File: config.mk
export PLATFORM = sky130hd
export DESIGN_NAME = infix_expression_evaluator
export DESIGN_NICKNAME = d
export VERILOG_FILES = /design/src/rtl/core/ieval_pkg.sv /design/src/rtl/core/ieval_stack.sv /design/src/rtl/core/ieval_alu.sv /design/src/rtl/core/infix_expression_evaluator.sv
export SDC_FILE = /design/constraint.sdc
export NUM_CORES = 2
export LEC_CHECK = 0
export ABC_AREA = 0
export BUFFER_PORTS_ARGS = -buffer_cell sky130_fd_sc_hd__clkbuf_2
export CELL_PAD_IN_SITES_DETAIL_PLACEMENT = 2
export CELL_PAD_IN_SITES_GLOBAL_PLACEMENT = 2
export CORE_UTILIZATION = 41
export CTS_CLUSTER_DIAMETER = 30
export CTS_CLUSTER_SIZE = 8
export DETAILED_ROUTE_END_ITERATION = 8
export GPL_TIMING_DRIVEN = 0
export PLACE_DENSITY_LB_ADDON = 0.3
export SLEW_MARGIN = 40
export SYNTH_ARGS = -nofsm -noshare
export SYNTH_HDL_FRONTEND = slang
export SYNTH_HIERARCHICAL = 1
export SYNTH_SLANG_ARGS = --single-unit
File: constraint.sdc
create_clock -name clk -period 8.65 [get_ports clk]
set_input_delay 1.73 -clock clk [delete_from_list [all_inputs] [get_ports clk]]
set_output_delay 1.73 -clock clk [all_outputs]
set_load 0.03 [all_outputs]
File: src/rtl/core/ieval_pkg.sv
// shared types, character codes and error helpers for the infix evaluator
`timescale 1ns / 1ps
package ieval_pkg;

	localparam int STACK_DEPTH_DEF   = 32;
	localparam int VALUE_WIDTH_DEF   = 48;
	localparam int FRACTION_BITS_DEF = 16;

	localparam logic [7:0] CH_HASH  = 8'h23;
	localparam logic [7:0] CH_OPEN  = 8'h28;
	localparam logic [7:0] CH_CLOSE = 8'h29;
	localparam logic [7:0] CH_MUL   = 8'h2a;
	localparam logic [7:0] CH_PLUS  = 8'h2b;
	localparam logic [7:0] CH_MINUS = 8'h2d;
	localparam logic [7:0] CH_DIV   = 8'h2f;
	localparam logic [7:0] CH_ZERO  = 8'h30;
	localparam logic [7:0] CH_NINE  = 8'h39;

	typedef enum logic [2:0] {
		OP_NONE = 3'd0,
		OP_ADD  = 3'd1,
		OP_SUB  = 3'd2,
		OP_MUL  = 3'd3,
		OP_DIV  = 3'd4,
		OP_OPEN = 3'd5
	} op_t;

	typedef enum logic [2:0] {
		ST_OK      = 3'd0,
		ST_DIVZ    = 3'd1,
		ST_SAT     = 3'd2,
		ST_STKOVF  = 3'd3,
		ST_MALFORM = 3'd4
	} status_t;

	typedef struct packed {
		logic start;
		op_t  op;
	} alu_req_t;

	typedef struct packed {
		logic    done;
		status_t code;
	} alu_rsp_t;

	function automatic logic is_fatal(status_t s);
		return (s != ST_OK) && (s != ST_SAT);
	endfunction

	// a fatal code replaces saturation, never another fatal code
	function automatic status_t note_err(status_t cur, status_t c);
		if (cur == ST_OK || (cur == ST_SAT && c != ST_SAT)) begin
			return c;
		end
		return cur;
	endfunction

endpackage

File: src/rtl/core/ieval_stack.sv
// single-port-write, single-port-read stack memory with registered read
`timescale 1ns / 1ps
module ieval_stack #(
	parameter int WIDTH = ieval_pkg::VALUE_WIDTH_DEF,
	parameter int DEPTH = ieval_pkg::STACK_DEPTH_DEF
) (
	input  logic                     clk,
	input  logic                     wr_en,
	input  logic [$clog2(DEPTH)-1:0] wr_addr,
	input  logic [WIDTH-1:0]         wr_data,
	input  logic                     rd_en,
	input  logic [$clog2(DEPTH)-1:0] rd_addr,
	output logic [WIDTH-1:0]         rd_data
);
	import ieval_pkg::*;

	logic [WIDTH-1:0] mem [DEPTH];
	logic [WIDTH-1:0] rd_data_q;

	always_ff @(posedge clk) begin
		if (wr_en) begin
			mem[wr_addr] <= wr_data;
		end
		if (rd_en) begin
			rd_data_q <= mem[rd_addr];
		end
	end

	assign rd_data = rd_data_q;

endmodule

File: src/rtl/core/ieval_alu.sv
// multi-cycle arithmetic unit: add/sub, shift-add multiply, restoring divide, saturation
`timescale 1ns / 1ps
module ieval_alu #(
	parameter int VW = ieval_pkg::VALUE_WIDTH_DEF,
	parameter int FB = ieval_pkg::FRACTION_BITS_DEF
) (
	input  logic                 clk,
	input  logic                 arst_n,
	input  ieval_pkg::alu_req_t  req,
	input  logic signed [VW-1:0] a,
	input  logic signed [VW-1:0] b,
	output ieval_pkg::alu_rsp_t  rsp,
	output logic signed [VW-1:0] result
);
	import ieval_pkg::*;

	localparam int QW = VW + FB;
	localparam int MW = 2 * VW + FB;
	localparam int NW = $clog2(QW + 1);

	typedef enum logic [3:0] {
		A_IDLE = 4'b0001,
		A_MUL  = 4'b0010,
		A_DIV  = 4'b0100,
		A_FIN  = 4'b1000
	} alu_state_t;

	alu_state_t      state_q;
	logic [NW-1:0]   cnt_q;
	op_t             op_q;
	logic            neg_q;
	logic            divz_q;
	logic [VW-1:0]   ma_q;
	logic [VW-1:0]   mb_q;
	logic [VW:0]     sum_mag_q;
	logic [VW:0]     hi_q;
	logic [VW-1:0]   lo_q;
	logic [QW-1:0]   quo_q;
	logic [VW:0]     rem_q;

	logic [VW-1:0]   ma_in;
	logic [VW-1:0]   mb_in;
	logic [VW:0]     sum_s;
	logic [VW:0]     sum_mag;
	logic [VW:0]     mul_s;
	logic [VW:0]     rs;
	logic            ge;
	logic [VW:0]     rem_n;
	logic [2*VW-1:0] prod;
	logic [MW-1:0]   mag;
	logic [MW-1:0]   lim;
	logic [MW-1:0]   clamped;
	logic [VW-1:0]   mv;
	logic            sat;

	assign ma_in   = a[VW-1] ? (~a + 1'b1) : a;
	assign mb_in   = b[VW-1] ? (~b + 1'b1) : b;
	assign sum_s   = (req.op == OP_SUB) ? ({a[VW-1], a} - {b[VW-1], b})
	                                    : ({a[VW-1], a} + {b[VW-1], b});
	assign sum_mag = sum_s[VW] ? (~sum_s + 1'b1) : sum_s;

	assign mul_s = hi_q + (lo_q[0] ? {1'b0, ma_q} : '0);

	assign rs    = {rem_q[VW-1:0], quo_q[QW-1]};
	assign ge    = rs >= {1'b0, mb_q};
	assign rem_n = ge ? (rs - {1'b0, mb_q}) : rs;

	assign prod = {hi_q[VW-1:0], lo_q};

	always_comb begin
		unique case (op_q)
			OP_MUL:  mag = MW'(prod >> FB);
			OP_DIV:  mag = MW'(quo_q);
			default: mag = MW'(sum_mag_q);
		endcase
	end

	assign lim     = neg_q ? (MW'(1) << (VW - 1)) : ((MW'(1) << (VW - 1)) - MW'(1));
	assign sat     = mag > lim;
	assign clamped = sat ? lim : mag;
	assign mv      = clamped[VW-1:0];

	assign result   = divz_q ? '0 : (neg_q ? (~mv + 1'b1) : mv);
	assign rsp.done = (state_q == A_FIN);
	assign rsp.code = divz_q ? ST_DIVZ : (sat ? ST_SAT : ST_OK);

	always_ff @(posedge clk or negedge arst_n) begin
		if (!arst_n) begin
			state_q <= A_IDLE;
			cnt_q   <= '0;
		end else begin
			unique case (state_q)
				A_IDLE: begin
					cnt_q <= '0;
					if (req.start) begin
						if (req.op == OP_MUL) begin
							state_q <= A_MUL;
						end else if (req.op == OP_DIV && b != '0) begin
							state_q <= A_DIV;
						end else begin
							state_q <= A_FIN;
						end
					end
				end
				A_MUL: begin
					cnt_q <= cnt_q + 1'b1;
					if (cnt_q == NW'(VW - 1)) begin
						state_q <= A_FIN;
					end
				end
				A_DIV: begin
					cnt_q <= cnt_q + 1'b1;
					if (cnt_q == NW'(QW - 1)) begin
						state_q <= A_FIN;
					end
				end
				A_FIN: begin
					state_q <= A_IDLE;
				end
				default: begin
					state_q <= A_IDLE;
				end
			endcase
		end
	end

	always_ff @(posedge clk) begin
		if (state_q == A_IDLE && req.start) begin
			op_q      <= req.op;
			neg_q     <= (req.op == OP_ADD || req.op == OP_SUB) ? sum_s[VW]
			                                                    : (a[VW-1] ^ b[VW-1]);
			divz_q    <= (req.op == OP_DIV) && (b == '0);
			ma_q      <= ma_in;
			mb_q      <= mb_in;
			sum_mag_q <= sum_mag;
			hi_q      <= '0;
			lo_q      <= mb_in;
			quo_q     <= QW'(ma_in) << FB;
			rem_q     <= '0;
		end else if (state_q == A_MUL) begin
			hi_q <= {1'b0, mul_s[VW:1]};
			lo_q <= {mul_s[0], lo_q[VW-1:1]};
		end else if (state_q == A_DIV) begin
			rem_q <= rem_n;
			quo_q <= {quo_q[QW-2:0], ge};
		end
	end

endmodule

File: src/rtl/core/infix_expression_evaluator.sv
// top level: two-stack infix expression evaluator with sequencer and output register
//
//   channel  signals                          direction  word
//   in       in_valid, in_ready, symbol       into block one ascii character
//   out      out_valid, out_ready, value,     out        one result per closed
//            status                                      expression
//
// a digit either starts a new operand or extends the top one; '(' is pushed directly;
// any other operator runs the reduce loop, where each reduction combines the top two operands
// under the top operator in the arithmetic unit, which takes longest for divide, then multiply
// the closing marker checks and emits after its reductions, and waits while a result is held
// reset clears all counts, flags and the frame state; stack memories are not cleared
// in_ready drops while a symbol is being worked; output stalls only hold a closing marker
`timescale 1ns / 1ps
module infix_expression_evaluator #(
	parameter int STACK_DEPTH   = ieval_pkg::STACK_DEPTH_DEF,
	parameter int VALUE_WIDTH   = ieval_pkg::VALUE_WIDTH_DEF,
	parameter int FRACTION_BITS = ieval_pkg::FRACTION_BITS_DEF
) (
	input  logic                          clk,
	input  logic                          arst_n,
	input  logic                          in_valid,
	output logic                          in_ready,
	input  logic [7:0]                    symbol,
	output logic                          out_valid,
	input  logic                          out_ready,
	output logic signed [VALUE_WIDTH-1:0] value,
	output logic [2:0]                    status
);
	import ieval_pkg::*;

	localparam int VW = VALUE_WIDTH;
	localparam int FB = FRACTION_BITS;
	localparam int AW = $clog2(STACK_DEPTH);
	localparam int CW = $clog2(STACK_DEPTH + 1);
	localparam int DW = VW + FB + 5;
	localparam logic [VW-1:0] VMAX = {1'b0, {(VW - 1){1'b1}}};

	// sequencer states
	typedef enum logic [10:0] {
		S_IDLE    = 11'b00000000001,
		S_DISP    = 11'b00000000010,
		S_DACC    = 11'b00000000100,
		S_LOOP    = 11'b00000001000,
		S_OPCHK   = 11'b00000010000,
		S_RDA     = 11'b00000100000,
		S_ALUGO   = 11'b00001000000,
		S_ALUWAIT = 11'b00010000000,
		S_FIN     = 11'b00100000000,
		S_EMIT    = 11'b01000000000,
		S_SPARE   = 11'b10000000000
	} state_t;

	// what ends the reduce loop and what happens after it
	typedef enum logic [1:0] {
		MD_ADD   = 2'd0,
		MD_MUL   = 2'd1,
		MD_PAREN = 2'd2,
		MD_CLOSE = 2'd3
	} mode_t;

	state_t               state_q, state_d;
	logic                 phase_q, phase_d;
	logic                 in_num_q, in_num_d;
	status_t              err_q, err_d;
	logic [CW-1:0]        opnd_cnt_q, opnd_cnt_d;
	logic [CW-1:0]        optr_cnt_q, optr_cnt_d;
	mode_t                mode_q, mode_d;
	op_t                  push_op_q, push_op_d;
	op_t                  op_q, op_d;
	logic [7:0]           sym_q;
	logic signed [VW-1:0] b_q;
	logic                 out_valid_q;
	logic signed [VW-1:0] value_q;
	status_t              status_q;

	logic [CW-1:0] opnd_dec;
	logic [CW-1:0] optr_dec;

	// stack memory ports
	logic          opnd_we, opnd_re;
	logic [AW-1:0] opnd_waddr, opnd_raddr;
	logic [VW-1:0] opnd_wdata, opnd_rdata;
	logic          optr_we, optr_re;
	logic [AW-1:0] optr_waddr, optr_raddr;
	logic [2:0]    optr_wdata, optr_rdata;

	alu_req_t             alu_req;
	alu_rsp_t             alu_rsp;
	logic signed [VW-1:0] alu_result;

	// digit accumulation
	logic [3:0]    digit;
	logic [DW-1:0] d_wide;
	logic [DW-1:0] acc;
	logic          acc_sat;
	logic          emit;

	assign opnd_dec = opnd_cnt_q - CW'(1);
	assign optr_dec = optr_cnt_q - CW'(1);
	assign digit    = sym_q[3:0];
	assign d_wide   = DW'(digit) << FB;
	assign acc      = (DW'(opnd_rdata) << 3) + (DW'(opnd_rdata) << 1) + d_wide;
	assign acc_sat  = acc > DW'(VMAX);

	ieval_stack #(.WIDTH(VW), .DEPTH(STACK_DEPTH)) u_opnd (
		.clk     (clk),
		.wr_en   (opnd_we),
		.wr_addr (opnd_waddr),
		.wr_data (opnd_wdata),
		.rd_en   (opnd_re),
		.rd_addr (opnd_raddr),
		.rd_data (opnd_rdata)
	);

	ieval_stack #(.WIDTH(3), .DEPTH(STACK_DEPTH)) u_optr (
		.clk     (clk),
		.wr_en   (optr_we),
		.wr_addr (optr_waddr),
		.wr_data (optr_wdata),
		.rd_en   (optr_re),
		.rd_addr (optr_raddr),
		.rd_data (optr_rdata)
	);

	ieval_alu #(.VW(VW), .FB(FB)) u_alu (
		.clk    (clk),
		.arst_n (arst_n),
		.req    (alu_req),
		.a      (opnd_rdata),
		.b      (b_q),
		.rsp    (alu_rsp),
		.result (alu_result)
	);

	always_comb begin
		op_t  top_op;
		logic do_red;
		state_d    = state_q;
		phase_d    = phase_q;
		in_num_d   = in_num_q;
		err_d      = err_q;
		opnd_cnt_d = opnd_cnt_q;
		optr_cnt_d = optr_cnt_q;
		mode_d     = mode_q;
		push_op_d  = push_op_q;
		op_d       = op_q;
		opnd_we    = 1'b0;
		opnd_waddr = opnd_cnt_q[AW-1:0];
		opnd_wdata = d_wide[VW-1:0];
		opnd_re    = 1'b0;
		opnd_raddr = opnd_dec[AW-1:0];
		optr_we    = 1'b0;
		optr_waddr = optr_cnt_q[AW-1:0];
		optr_wdata = push_op_q;
		optr_re    = 1'b0;
		optr_raddr = optr_dec[AW-1:0];
		alu_req.start = 1'b0;
		alu_req.op    = op_q;
		emit   = 1'b0;
		top_op = op_t'(optr_rdata);
		do_red = 1'b0;
		unique case (state_q)
			S_IDLE: begin
				if (in_valid) begin
					state_d = S_DISP;
				end
			end
			S_DISP: begin
				state_d = S_IDLE;
				if (!phase_q) begin
					// outside a frame only the opening marker counts
					if (sym_q == CH_HASH) begin
						opnd_cnt_d = '0;
						optr_cnt_d = '0;
						in_num_d   = 1'b0;
						err_d      = ST_OK;
						phase_d    = 1'b1;
					end
				end else if (sym_q == CH_HASH) begin
					mode_d  = MD_CLOSE;
					state_d = S_LOOP;
				end else if (is_fatal(err_q)) begin
					state_d = S_IDLE;
				end else if (sym_q >= CH_ZERO && sym_q <= CH_NINE) begin
					if (!in_num_q) begin
						if (opnd_cnt_q >= CW'(STACK_DEPTH)) begin
							err_d = note_err(err_q, ST_STKOVF);
						end else begin
							opnd_we    = 1'b1;
							opnd_cnt_d = opnd_cnt_q + CW'(1);
						end
						in_num_d = !is_fatal(err_d);
					end else begin
						opnd_re = 1'b1;
						state_d = S_DACC;
					end
				end else begin
					in_num_d = 1'b0;
					unique case (sym_q)
						CH_PLUS, CH_MINUS: begin
							mode_d    = MD_ADD;
							push_op_d = (sym_q == CH_PLUS) ? OP_ADD : OP_SUB;
							state_d   = S_LOOP;
						end
						CH_MUL, CH_DIV: begin
							mode_d    = MD_MUL;
							push_op_d = (sym_q == CH_MUL) ? OP_MUL : OP_DIV;
							state_d   = S_LOOP;
						end
						CH_CLOSE: begin
							mode_d  = MD_PAREN;
							state_d = S_LOOP;
						end
						CH_OPEN: begin
							if (optr_cnt_q >= CW'(STACK_DEPTH)) begin
								err_d = note_err(err_q, ST_STKOVF);
							end else begin
								optr_we    = 1'b1;
								optr_wdata = OP_OPEN;
								optr_cnt_d = optr_cnt_q + CW'(1);
							end
						end
						default: begin
							err_d = note_err(err_q, ST_MALFORM);
						end
					endcase
				end
			end
			S_DACC: begin
				// top of operand stack is being extended by one decimal digit
				opnd_we    = 1'b1;
				opnd_waddr = opnd_dec[AW-1:0];
				opnd_wdata = acc_sat ? VMAX : acc[VW-1:0];
				if (acc_sat) begin
					err_d = note_err(err_q, ST_SAT);
				end
				state_d = S_IDLE;
			end
			S_LOOP: begin
				if (is_fatal(err_q) || optr_cnt_q == '0) begin
					state_d = S_FIN;
				end else begin
					optr_re = 1'b1;
					state_d = S_OPCHK;
				end
			end
			S_OPCHK: begin
				unique case (mode_q)
					MD_CLOSE: begin
						if (top_op == OP_OPEN) begin
							err_d   = note_err(err_q, ST_MALFORM);
							state_d = S_LOOP;
						end else begin
							do_red = 1'b1;
						end
					end
					MD_MUL: begin
						if (top_op == OP_MUL || top_op == OP_DIV) begin
							do_red = 1'b1;
						end else begin
							state_d = S_FIN;
						end
					end
					default: begin
						if (top_op == OP_OPEN) begin
							state_d = S_FIN;
						end else begin
							do_red = 1'b1;
						end
					end
				endcase
				if (do_red) begin
					if (opnd_cnt_q < CW'(2)) begin
						err_d   = note_err(err_q, ST_MALFORM);
						state_d = S_LOOP;
					end else begin
						// pop operator and right operand, fetch right operand
						op_d       = top_op;
						optr_cnt_d = optr_dec;
						opnd_cnt_d = opnd_dec;
						opnd_re    = 1'b1;
						state_d    = S_RDA;
					end
				end
			end
			S_RDA: begin
				// fetch left operand, now the new top
				opnd_re = 1'b1;
				state_d = S_ALUGO;
			end
			S_ALUGO: begin
				alu_req.start = 1'b1;
				state_d       = S_ALUWAIT;
			end
			S_ALUWAIT: begin
				if (alu_rsp.done) begin
					if (alu_rsp.code == ST_DIVZ) begin
						err_d = note_err(err_q, ST_DIVZ);
					end else begin
						if (alu_rsp.code == ST_SAT) begin
							err_d = note_err(err_q, ST_SAT);
						end
						opnd_we    = 1'b1;
						opnd_waddr = opnd_dec[AW-1:0];
						opnd_wdata = alu_result;
					end
					state_d = S_LOOP;
				end
			end
			S_FIN: begin
				state_d = S_IDLE;
				unique case (mode_q)
					MD_CLOSE: begin
						if (!is_fatal(err_q) && opnd_cnt_q != CW'(1)) begin
							err_d = note_err(err_q, ST_MALFORM);
						end
						opnd_re    = 1'b1;
						opnd_raddr = '0;
						state_d    = S_EMIT;
					end
					MD_PAREN: begin
						if (!is_fatal(err_q)) begin
							if (optr_cnt_q == '0) begin
								err_d = note_err(err_q, ST_MALFORM);
							end else begin
								optr_cnt_d = optr_dec;
							end
						end
					end
					default: begin
						if (!is_fatal(err_q)) begin
							if (optr_cnt_q >= CW'(STACK_DEPTH)) begin
								err_d = note_err(err_q, ST_STKOVF);
							end else begin
								optr_we    = 1'b1;
								optr_cnt_d = optr_cnt_q + CW'(1);
							end
						end
					end
				endcase
			end
			S_EMIT: begin
				// wait for the output register, then reset the frame
				if (!out_valid_q) begin
					emit       = 1'b1;
					opnd_cnt_d = '0;
					optr_cnt_d = '0;
					in_num_d   = 1'b0;
					err_d      = ST_OK;
					phase_d    = 1'b0;
					state_d    = S_IDLE;
				end
			end
			default: begin
				state_d = S_IDLE;
			end
		endcase
	end

	always_ff @(posedge clk or negedge arst_n) begin
		if (!arst_n) begin
			state_q     <= S_IDLE;
			phase_q     <= 1'b0;
			in_num_q    <= 1'b0;
			err_q       <= ST_OK;
			opnd_cnt_q  <= '0;
			optr_cnt_q  <= '0;
			mode_q      <= MD_ADD;
			push_op_q   <= OP_ADD;
			op_q        <= OP_ADD;
			out_valid_q <= 1'b0;
		end else begin
			state_q    <= state_d;
			phase_q    <= phase_d;
			in_num_q   <= in_num_d;
			err_q      <= err_d;
			opnd_cnt_q <= opnd_cnt_d;
			optr_cnt_q <= optr_cnt_d;
			mode_q     <= mode_d;
			push_op_q  <= push_op_d;
			op_q       <= op_d;
			if (emit) begin
				out_valid_q <= 1'b1;
			end else if (out_ready) begin
				out_valid_q <= 1'b0;
			end
		end
	end

	always_ff @(posedge clk) begin
		if (in_valid && in_ready) begin
			sym_q <= symbol;
		end
		if (state_q == S_RDA) begin
			b_q <= opnd_rdata;
		end
		if (emit) begin
			value_q  <= is_fatal(err_q) ? '0 : opnd_rdata;
			status_q <= err_q;
		end
	end

	assign in_ready  = (state_q == S_IDLE);
	assign out_valid = out_valid_q;
	assign value     = value_q;
	assign status    = status_q;

`ifndef NO_ASSERTIONS
	a_opnd_cnt: assert property (@(posedge clk) disable iff (!arst_n)
		opnd_cnt_q <= CW'(STACK_DEPTH))
		else $error("operand count beyond stack depth");
	a_optr_cnt: assert property (@(posedge clk) disable iff (!arst_n)
		optr_cnt_q <= CW'(STACK_DEPTH))
		else $error("operator count beyond stack depth");
	a_emit_clear: assert property (@(posedge clk) disable iff (!arst_n)
		$rose(out_valid_q) |-> (opnd_cnt_q == '0 && optr_cnt_q == '0 && !phase_q))
		else $error("frame not cleared after result");
	a_fatal_zero: assert property (@(posedge clk) disable iff (!arst_n)
		(out_valid_q && (status_q == ST_DIVZ || status_q == ST_STKOVF ||
		status_q == ST_MALFORM)) |-> (value_q == '0))
		else $error("nonzero value under fatal status");
	a_alu_done: assert property (@(posedge clk) disable iff (!arst_n)
		alu_rsp.done |-> (state_q == S_ALUWAIT))
		else $error("arithmetic result with no reduction waiting");
`endif

endmodule
======== Yosys cells after proc, flatten, opt, wreduce, memory -nomap -nowiden ========
Memory sizes are Yosys's and may differ from the RTL's. A register that Yosys moved wholly into a read port is not among the register bits.
Index checks and enable logic that the tools add are counted.
operators by class
  add/sub/neg operators ................... 15
  multiply operators ...................... 0
  div/mod/pow operators ................... 0
  magnitude comparators ................... 8
  eq/ne operators ......................... 85
  shift-type cells ........................ 0
  multiplexer cells ....................... 237
  bitwise gates (word level) .............. 10
  reductions and logical operators ........ 48
operators by type and width
  kind                                                                     number
  48-bit 2-to-1 mux                                                        14
  64-bit 2-to-1 mux                                                        3
  80-bit one-hot mux with 2 select lines                                   1
  3-bit 2-to-1 mux                                                         53
  48-bit by 1-bit adder with 48-bit output (second input constant)         3
  48-bit inverter                                                          3
  6-bit 2-to-1 mux                                                         22
  11-bit 2-to-1 mux                                                        11
  11-bit one-hot mux with 9 select lines                                   1
  1-bit 2-to-1 mux                                                         96
  48-bit one-hot mux with 2 select lines                                   1
  80-bit by 48-bit > comparator with 1-bit output                          1
  8-bit by 6-bit == test with 1-bit output (second input constant)         7
  3-bit != test (second input constant)                                    18
  52-bit by 20-bit adder with 53-bit output                                1
  53-bit by 47-bit > comparator with 1-bit output (second input constant)  1
  51-bit by 49-bit adder with 52-bit output                                1
  48-bit by 48-bit adder with 49-bit output                                1
  48-bit by 49-bit adder with 49-bit output                                1
  49-bit by 1-bit adder with 49-bit output (second input constant)         1
  49-bit by 48-bit greater-or-equal comparator with 1-bit output           1
  49-bit 2-to-1 mux                                                        1
  49-bit inverter                                                          1
  48-bit by 48-bit subtractor with 49-bit output                           1
  other kinds (76)                                                         159
word-level totals
  bits in registers ....................... 513
  latch bits .............................. 0
  RAM bits ................................ 1632
  memory bits (read-only) ................. 0
  input port bits ......................... 12
  output and inout bits ................... 53
  logic and storage cells ................. 433
  memories ................................ 2
memories
  memory      words  width  rd ports  clocked after memory_dff  write ports  RTL line           source
  u_opnd.mem  32     48     1         1                         1            ieval_stack.sv:17  logic [WIDTH-1:0] mem [DEPTH];
  u_optr.mem  32     3      1         1                         1            ieval_stack.sv:17

======== Longest topological paths before layout ========
  depth after elaboration ................. 27
  gate-level depth with buffers ........... 30
  mapped depth without buffers ............ 23

======== Hierarchy ========
The synthesis kept the hierarchy.
by module, submodules not included
  module                      times used  cells each  area an instance (µm²)  seq. area each (µm²)
  ieval_stack at u_opnd       1           3364        61205.0                 47565.6
  ieval_alu                   1           3571        29786.1                 9905.8
  infix_expression_evaluator  1           1142        10411.2                 4117.7
  ieval_stack at u_optr       1           185         3946.3                  2972.9

======== Worst setup path before layout ========
No wires, ideal clock.
  path type ............................... register to register
  from .................................... register u_alu.op_q[1]
  to ...................................... memory u_opnd/mem[19][0] in the netlist's numbering (enable)
  data arrival time ....................... 8289 ps
  data required time ...................... 8196 ps
  setup slack ............................. -92 ps
  cell stages (with the launch flop) ...... 29
  period minus slack after synthesis ...... 8742 ps
  cells stage by stage .................... edfxtp_1 > buf_2 > or3b_1 > clkbuf_1 > clkbuf_1 > and3_1 > a221oi_1 > inv_1 > ha_1 > a21o_1 > a21o_1 > a21oi_1 > o211ai_1 > a221oi_1 > o21a_1 > clkbuf_1 > clkbuf_1 > clkbuf_1 > buf_1 > nor2_1 > nor3b_1 > nor2_1 > and2_1 > clkbuf_1 > nor2_1 > nor2_1 > xor2_1 > or3b_2 > nor2_1
RTL lines
  item                    RTL line           source
  from (decl)             ieval_alu.sv:30    op_t op_q;
  from (signal assigned)  ieval_alu.sv:129   op_q <= req.op;
  to (decl)               ieval_stack.sv:17

==> results.md <==
Die:
- The floorplan core area is 255000 um^2.
- Measured along the y axis, the die boundary spans 509 um.
- The chip width is 509 um.
- The die outline area is 259000 um^2.
- The row count is 185.
- For this configuration, the core starts out at a cell density of 0.413.
- The top-level port count is 65.

Timing:
- Headroom to the max-slew limit came out at 0.272.
- For the finished layout, the period the worst path requires is 8.63 ns.
- Setup slack closes at 0.0173 ns.
- The worst-case hold slack is 0.474 ns.
- On the final layout, the worst clock skew is 0.191 ns.
- Setup violations remaining at the end of the flow were counted as 0.
- The measured slew at the worst slew-check pin is 1.09 ns.
- The number of max-slew violations in the final report came to 0.
- The post-route setup TNS is 0 ns.
- The final critical-path share of the clock period is 0.998.
- For this run, the top clock speed supported by timing is 116 MHz.
- The hold violation total from the final report came to 0.

Detailed routing:
- For this block, the initial DRC count from the detailed router was 9367.
- The post-route antenna net violation count is 0.
- The length of routed met3 wiring is 38.5 mm.
- The detailed-routing wirelength on met1 is 188 mm.
- The count of TritonRoute iterations in the first routing pass is 6.
- Routed signal wires occupy layers up through met5.
- The total wire length after detailed routing is 519 mm.
- In the routed layout, each cell is associated on average with a via count of 6.58.
- For this run, design rule violations remaining after detail routing come to 0.
- The detailed router placed 84500 vias in this run.
- After detailed routing, the average wire length per cell comes to 40.3 um.
- The total met2 wirelength after detailed routing is 246 mm.

Layout:
- The area growth from synthesis to layout is 24.6%.
- The final instance area is 131000 um^2.
- The filler cell count is 23800.
- The post-layout instance count excluding filler cells is 12900.
- The top cell types in the final layout, fill and taps aside, are sky130_fd_sc_hd__edfxtp_1, sky130_fd_sc_hd__mux2i_1, sky130_fd_sc_hd__nand2_1, sky130_fd_sc_hd__a21oi_1, sky130_fd_sc_hd__clkbuf_16.
- The post-layout utilization of the core is 0.515.
- The leading cell type in the layout, fill and taps excluded is sky130_fd_sc_hd__edfxtp_1.
- In the final design database the tool counted 9401 nets.
- The proportion of layout cells with a drive suffix above 1 is 0.165.

Synthesis:
- The adder-cell area share of the yosys netlist is 0.0364.
- The async set-reset flop share out of synthesis is 0.0214.
- The most used flip-flop cell after synthesis is sky130_fd_sc_hd__edfxtp_1.
- The share of synthesized cell area in and, or, nand and nor gates is 0.0994.
- The number of warnings printed during yosys synthesis is 6.
- The number of synthesized register bits is 2195.
- The number of enable-type register cells in the synthesized netlist is 2036.
- The synthesized instance count is 8262.
- By area, the combinational part of the netlist is dominated by compound AO/OA/AOI/OAI gates.
- The XOR/XNOR share of the synthesized area is 0.0302.
- The summed instance area of the synthesized netlist is 105000 um^2.
- The share of the Yosys chip area taken by registers is 0.613.
- When the netlist entered floorplanning its net count stood at 8575.
- The mean post-synth cell area is 12.8 um^2.
- The biggest area consumer among synthesized cells is sky130_fd_sc_hd__edfxtp_1.
- The share of synthesized area in the top cell type comes to 0.580.
- After synthesis, the cell types taking the most area are sky130_fd_sc_hd__edfxtp_1, sky130_fd_sc_hd__mux2i_1, sky130_fd_sc_hd__ha_1, sky130_fd_sc_hd__nand2_1, sky130_fd_sc_hd__a21oi_1.
- The compound-gate portion of the synthesized area is 0.110.
- Measured against the total synthesized area, the mux share comes to 0.0838.
- Yosys mapped the design onto 113 distinct sky130hd cell types.

Min path:
- The type of the most critical hold path is reg2reg.

GRT:
- The maximum number of pins on one net before global-route repair is 48.
- The initial antenna violation count is 30.
- The remaining global-route overflow is 0.
- The global-route wire length before repair is 718 mm.
- The via count of the first global-routing pass is 90100.
- The global router's overall resource usage is 0.393.

Worst setup path:
- The slowest library cell on the worst path is sky130_fd_sc_hd__nand3_1.
- In this run the worst path has a maximum fanout of 13.
- The critical path required time is 9.32 ns.
- At the worst endpoint, the arrival time is 9.31 ns.
- STA classifies the critical path startpoint as a register.
- The delay contributed by the slowest stage of the critical path is 0.50 ns.
- The worst setup path is of the reg2reg kind.
- The worst setup path is captured at a register.

Placement:
- The estimated wirelength of the detail-placed design is 316 mm.
- At the placement stage, the worst setup path has a slack of -3.23 ns.
- At the end of routability-driven placement, the weighted congestion stood at 0.925.
- The count of buffers from port buffering is 64.
- The cell area after placement is 114000 um^2.
- The post-placement cell count is 11900.

Clock tree:
- The clock tree buffer depth is 4.
- The number of buffers inserted during clock tree synthesis is 476.
- The clock root buffer is sky130_fd_sc_hd__clkbuf_16.
- For this design, the sink count on the clock tree is 2195.
- The post-cts hold buffer count is 0.
- Clock-pin slew was measured on the worst setup and hold paths at 0.05 ns.
- In this run the number of H-tree levels came out at 5.
- The clock tree from TritonCTS is done.
- The clock latency on the worst-skew pair is 1.07 ns.

Status:
- The flow ran to the end, and the final reports show no timing, DRC or antenna violations.

Power and ir drop:
- The largest voltage drop on the vdd net is 0.275 mV.
- For this design the ratio of total power to cell area is 261 nW/um^2.
- The total power after layout is 34.3 mW.
- The cell leakage power is 49.9 nW.

Run:
- The reported max-cap violation count is 0.
-- cell usage after synthesis (30+ instances only) --
cell	number
sky130_fd_sc_hd__xor2_1	143
sky130_fd_sc_hd__buf_4	42
sky130_fd_sc_hd__and3_1	52
sky130_fd_sc_hd__dfxtp_1	112
sky130_fd_sc_hd__o21bai_1	43
sky130_fd_sc_hd__dfrtp_1	43
sky130_fd_sc_hd__nor4_1	39
sky130_fd_sc_hd__nor2b_1	30
sky130_fd_sc_hd__buf_1	35
sky130_fd_sc_hd__nand4_1	67
sky130_fd_sc_hd__nor2_1	411
sky130_fd_sc_hd__a211oi_1	44
sky130_fd_sc_hd__o31ai_1	45
sky130_fd_sc_hd__o21a_1	40
sky130_fd_sc_hd__nor3b_1	32
sky130_fd_sc_hd__nand2_1	829
sky130_fd_sc_hd__mux2i_1	805
sky130_fd_sc_hd__edfxtp_1	2036
sky130_fd_sc_hd__nand2b_1	32
sky130_fd_sc_hd__inv_1	165
sky130_fd_sc_hd__a22oi_1	162
sky130_fd_sc_hd__buf_2	62
sky130_fd_sc_hd__o21ai_0	311
sky130_fd_sc_hd__and2_1	125
sky130_fd_sc_hd__or3_1	37
sky130_fd_sc_hd__nor3_1	136
sky130_fd_sc_hd__xnor2_1	218
sky130_fd_sc_hd__a21o_1	120
sky130_fd_sc_hd__clkbuf_1	240
sky130_fd_sc_hd__a31oi_1	84
sky130_fd_sc_hd__a21oi_1	506
sky130_fd_sc_hd__nand3_1	266
sky130_fd_sc_hd__o211ai_1	33
sky130_fd_sc_hd__ha_1	293
sky130_fd_sc_hd__a22o_1	155
sky130_fd_sc_hd__buf_6	48
-- final timing paths --
check | startpoint | endpoint | slack [ns] | cells after the start
max | u_alu/op_q[1] | u_opnd/mem[28][33] | 0.02 | 28
min | u_alu/quo_q[13] | u_alu/quo_q[14] | 0.47 | 2
max reg2reg | u_alu/op_q[1] | u_opnd/mem[28][33] | 0.02 | 28
min reg2reg | u_alu/quo_q[13] | u_alu/quo_q[14] | 0.47 | 2
max in group asynchronous | arst_n | state_q[5] | 7.18 | 1
min in group asynchronous | arst_n | optr_cnt_q[0] | 0.81 | 1
-- kinds of logic after synthesis --
kind of cell	Yosys count
flops	2195
simple gates	2188
compound gates	1775
mux	843
buf+inv	596
xor+xnor	362
fa+ha+maj	302
other cells	1
-- what timing repair did --
item,CTS,global route
setup buffers,75,16
endpoints found under the hold margin,0,0
pin swaps,36,5
resized for setup,42,14
setup endpoints to repair,3075,1283
-- where the power goes --
part           total (mW)  switching, mW  internal [mW]  leakage, nW
logic                3.23           2.61          0.627         24.4
registers            11.6         0.0388           11.6         17.7
clock network        19.4           7.05           12.4         7.85
total                34.3           9.70           24.6         49.9
-- critical path: cells and delay by family, from the launching register on --
kind            cells  cell delay, ns
buf+inv            10            2.58
simple gates       14            4.05
fa+ha+maj           1            0.32
flops               1            0.35
xor+xnor            1            0.40
compound gates      2            0.54
-- sequential cells by signal (all words and copies together) (netlist names), 49 cells and up --
name and flops:
u_opnd/mem 1536, u_alu/quo_q 64, u_alu/sum_mag_q 49, u_optr/mem 96
-- cell type report --
class                           instances  area, um^2  share of cell area
Antenna cell                            6        15.0            0.000114
Buffer                                428        2290              0.0174
Timing Repair Buffer                  351        4390              0.0334
Tap cell                             3366        4210              0.0321
Inverter                              165         624             0.00476
Multi-Input combinational cell       5471       38800               0.295
Clock inverter                        326        4060              0.0309
Clock buffer                          549       12300              0.0941
Sequential cell                      2195       64600               0.492
-- metal layers --
metal,track usage,vias to the layer above
li1,-,33300
met1,0.452,43900
met2,0.652,5376
met3,0.0725,1995
met4,0.297,18
met5,0,-
Power figures use the tool's default switching activity.
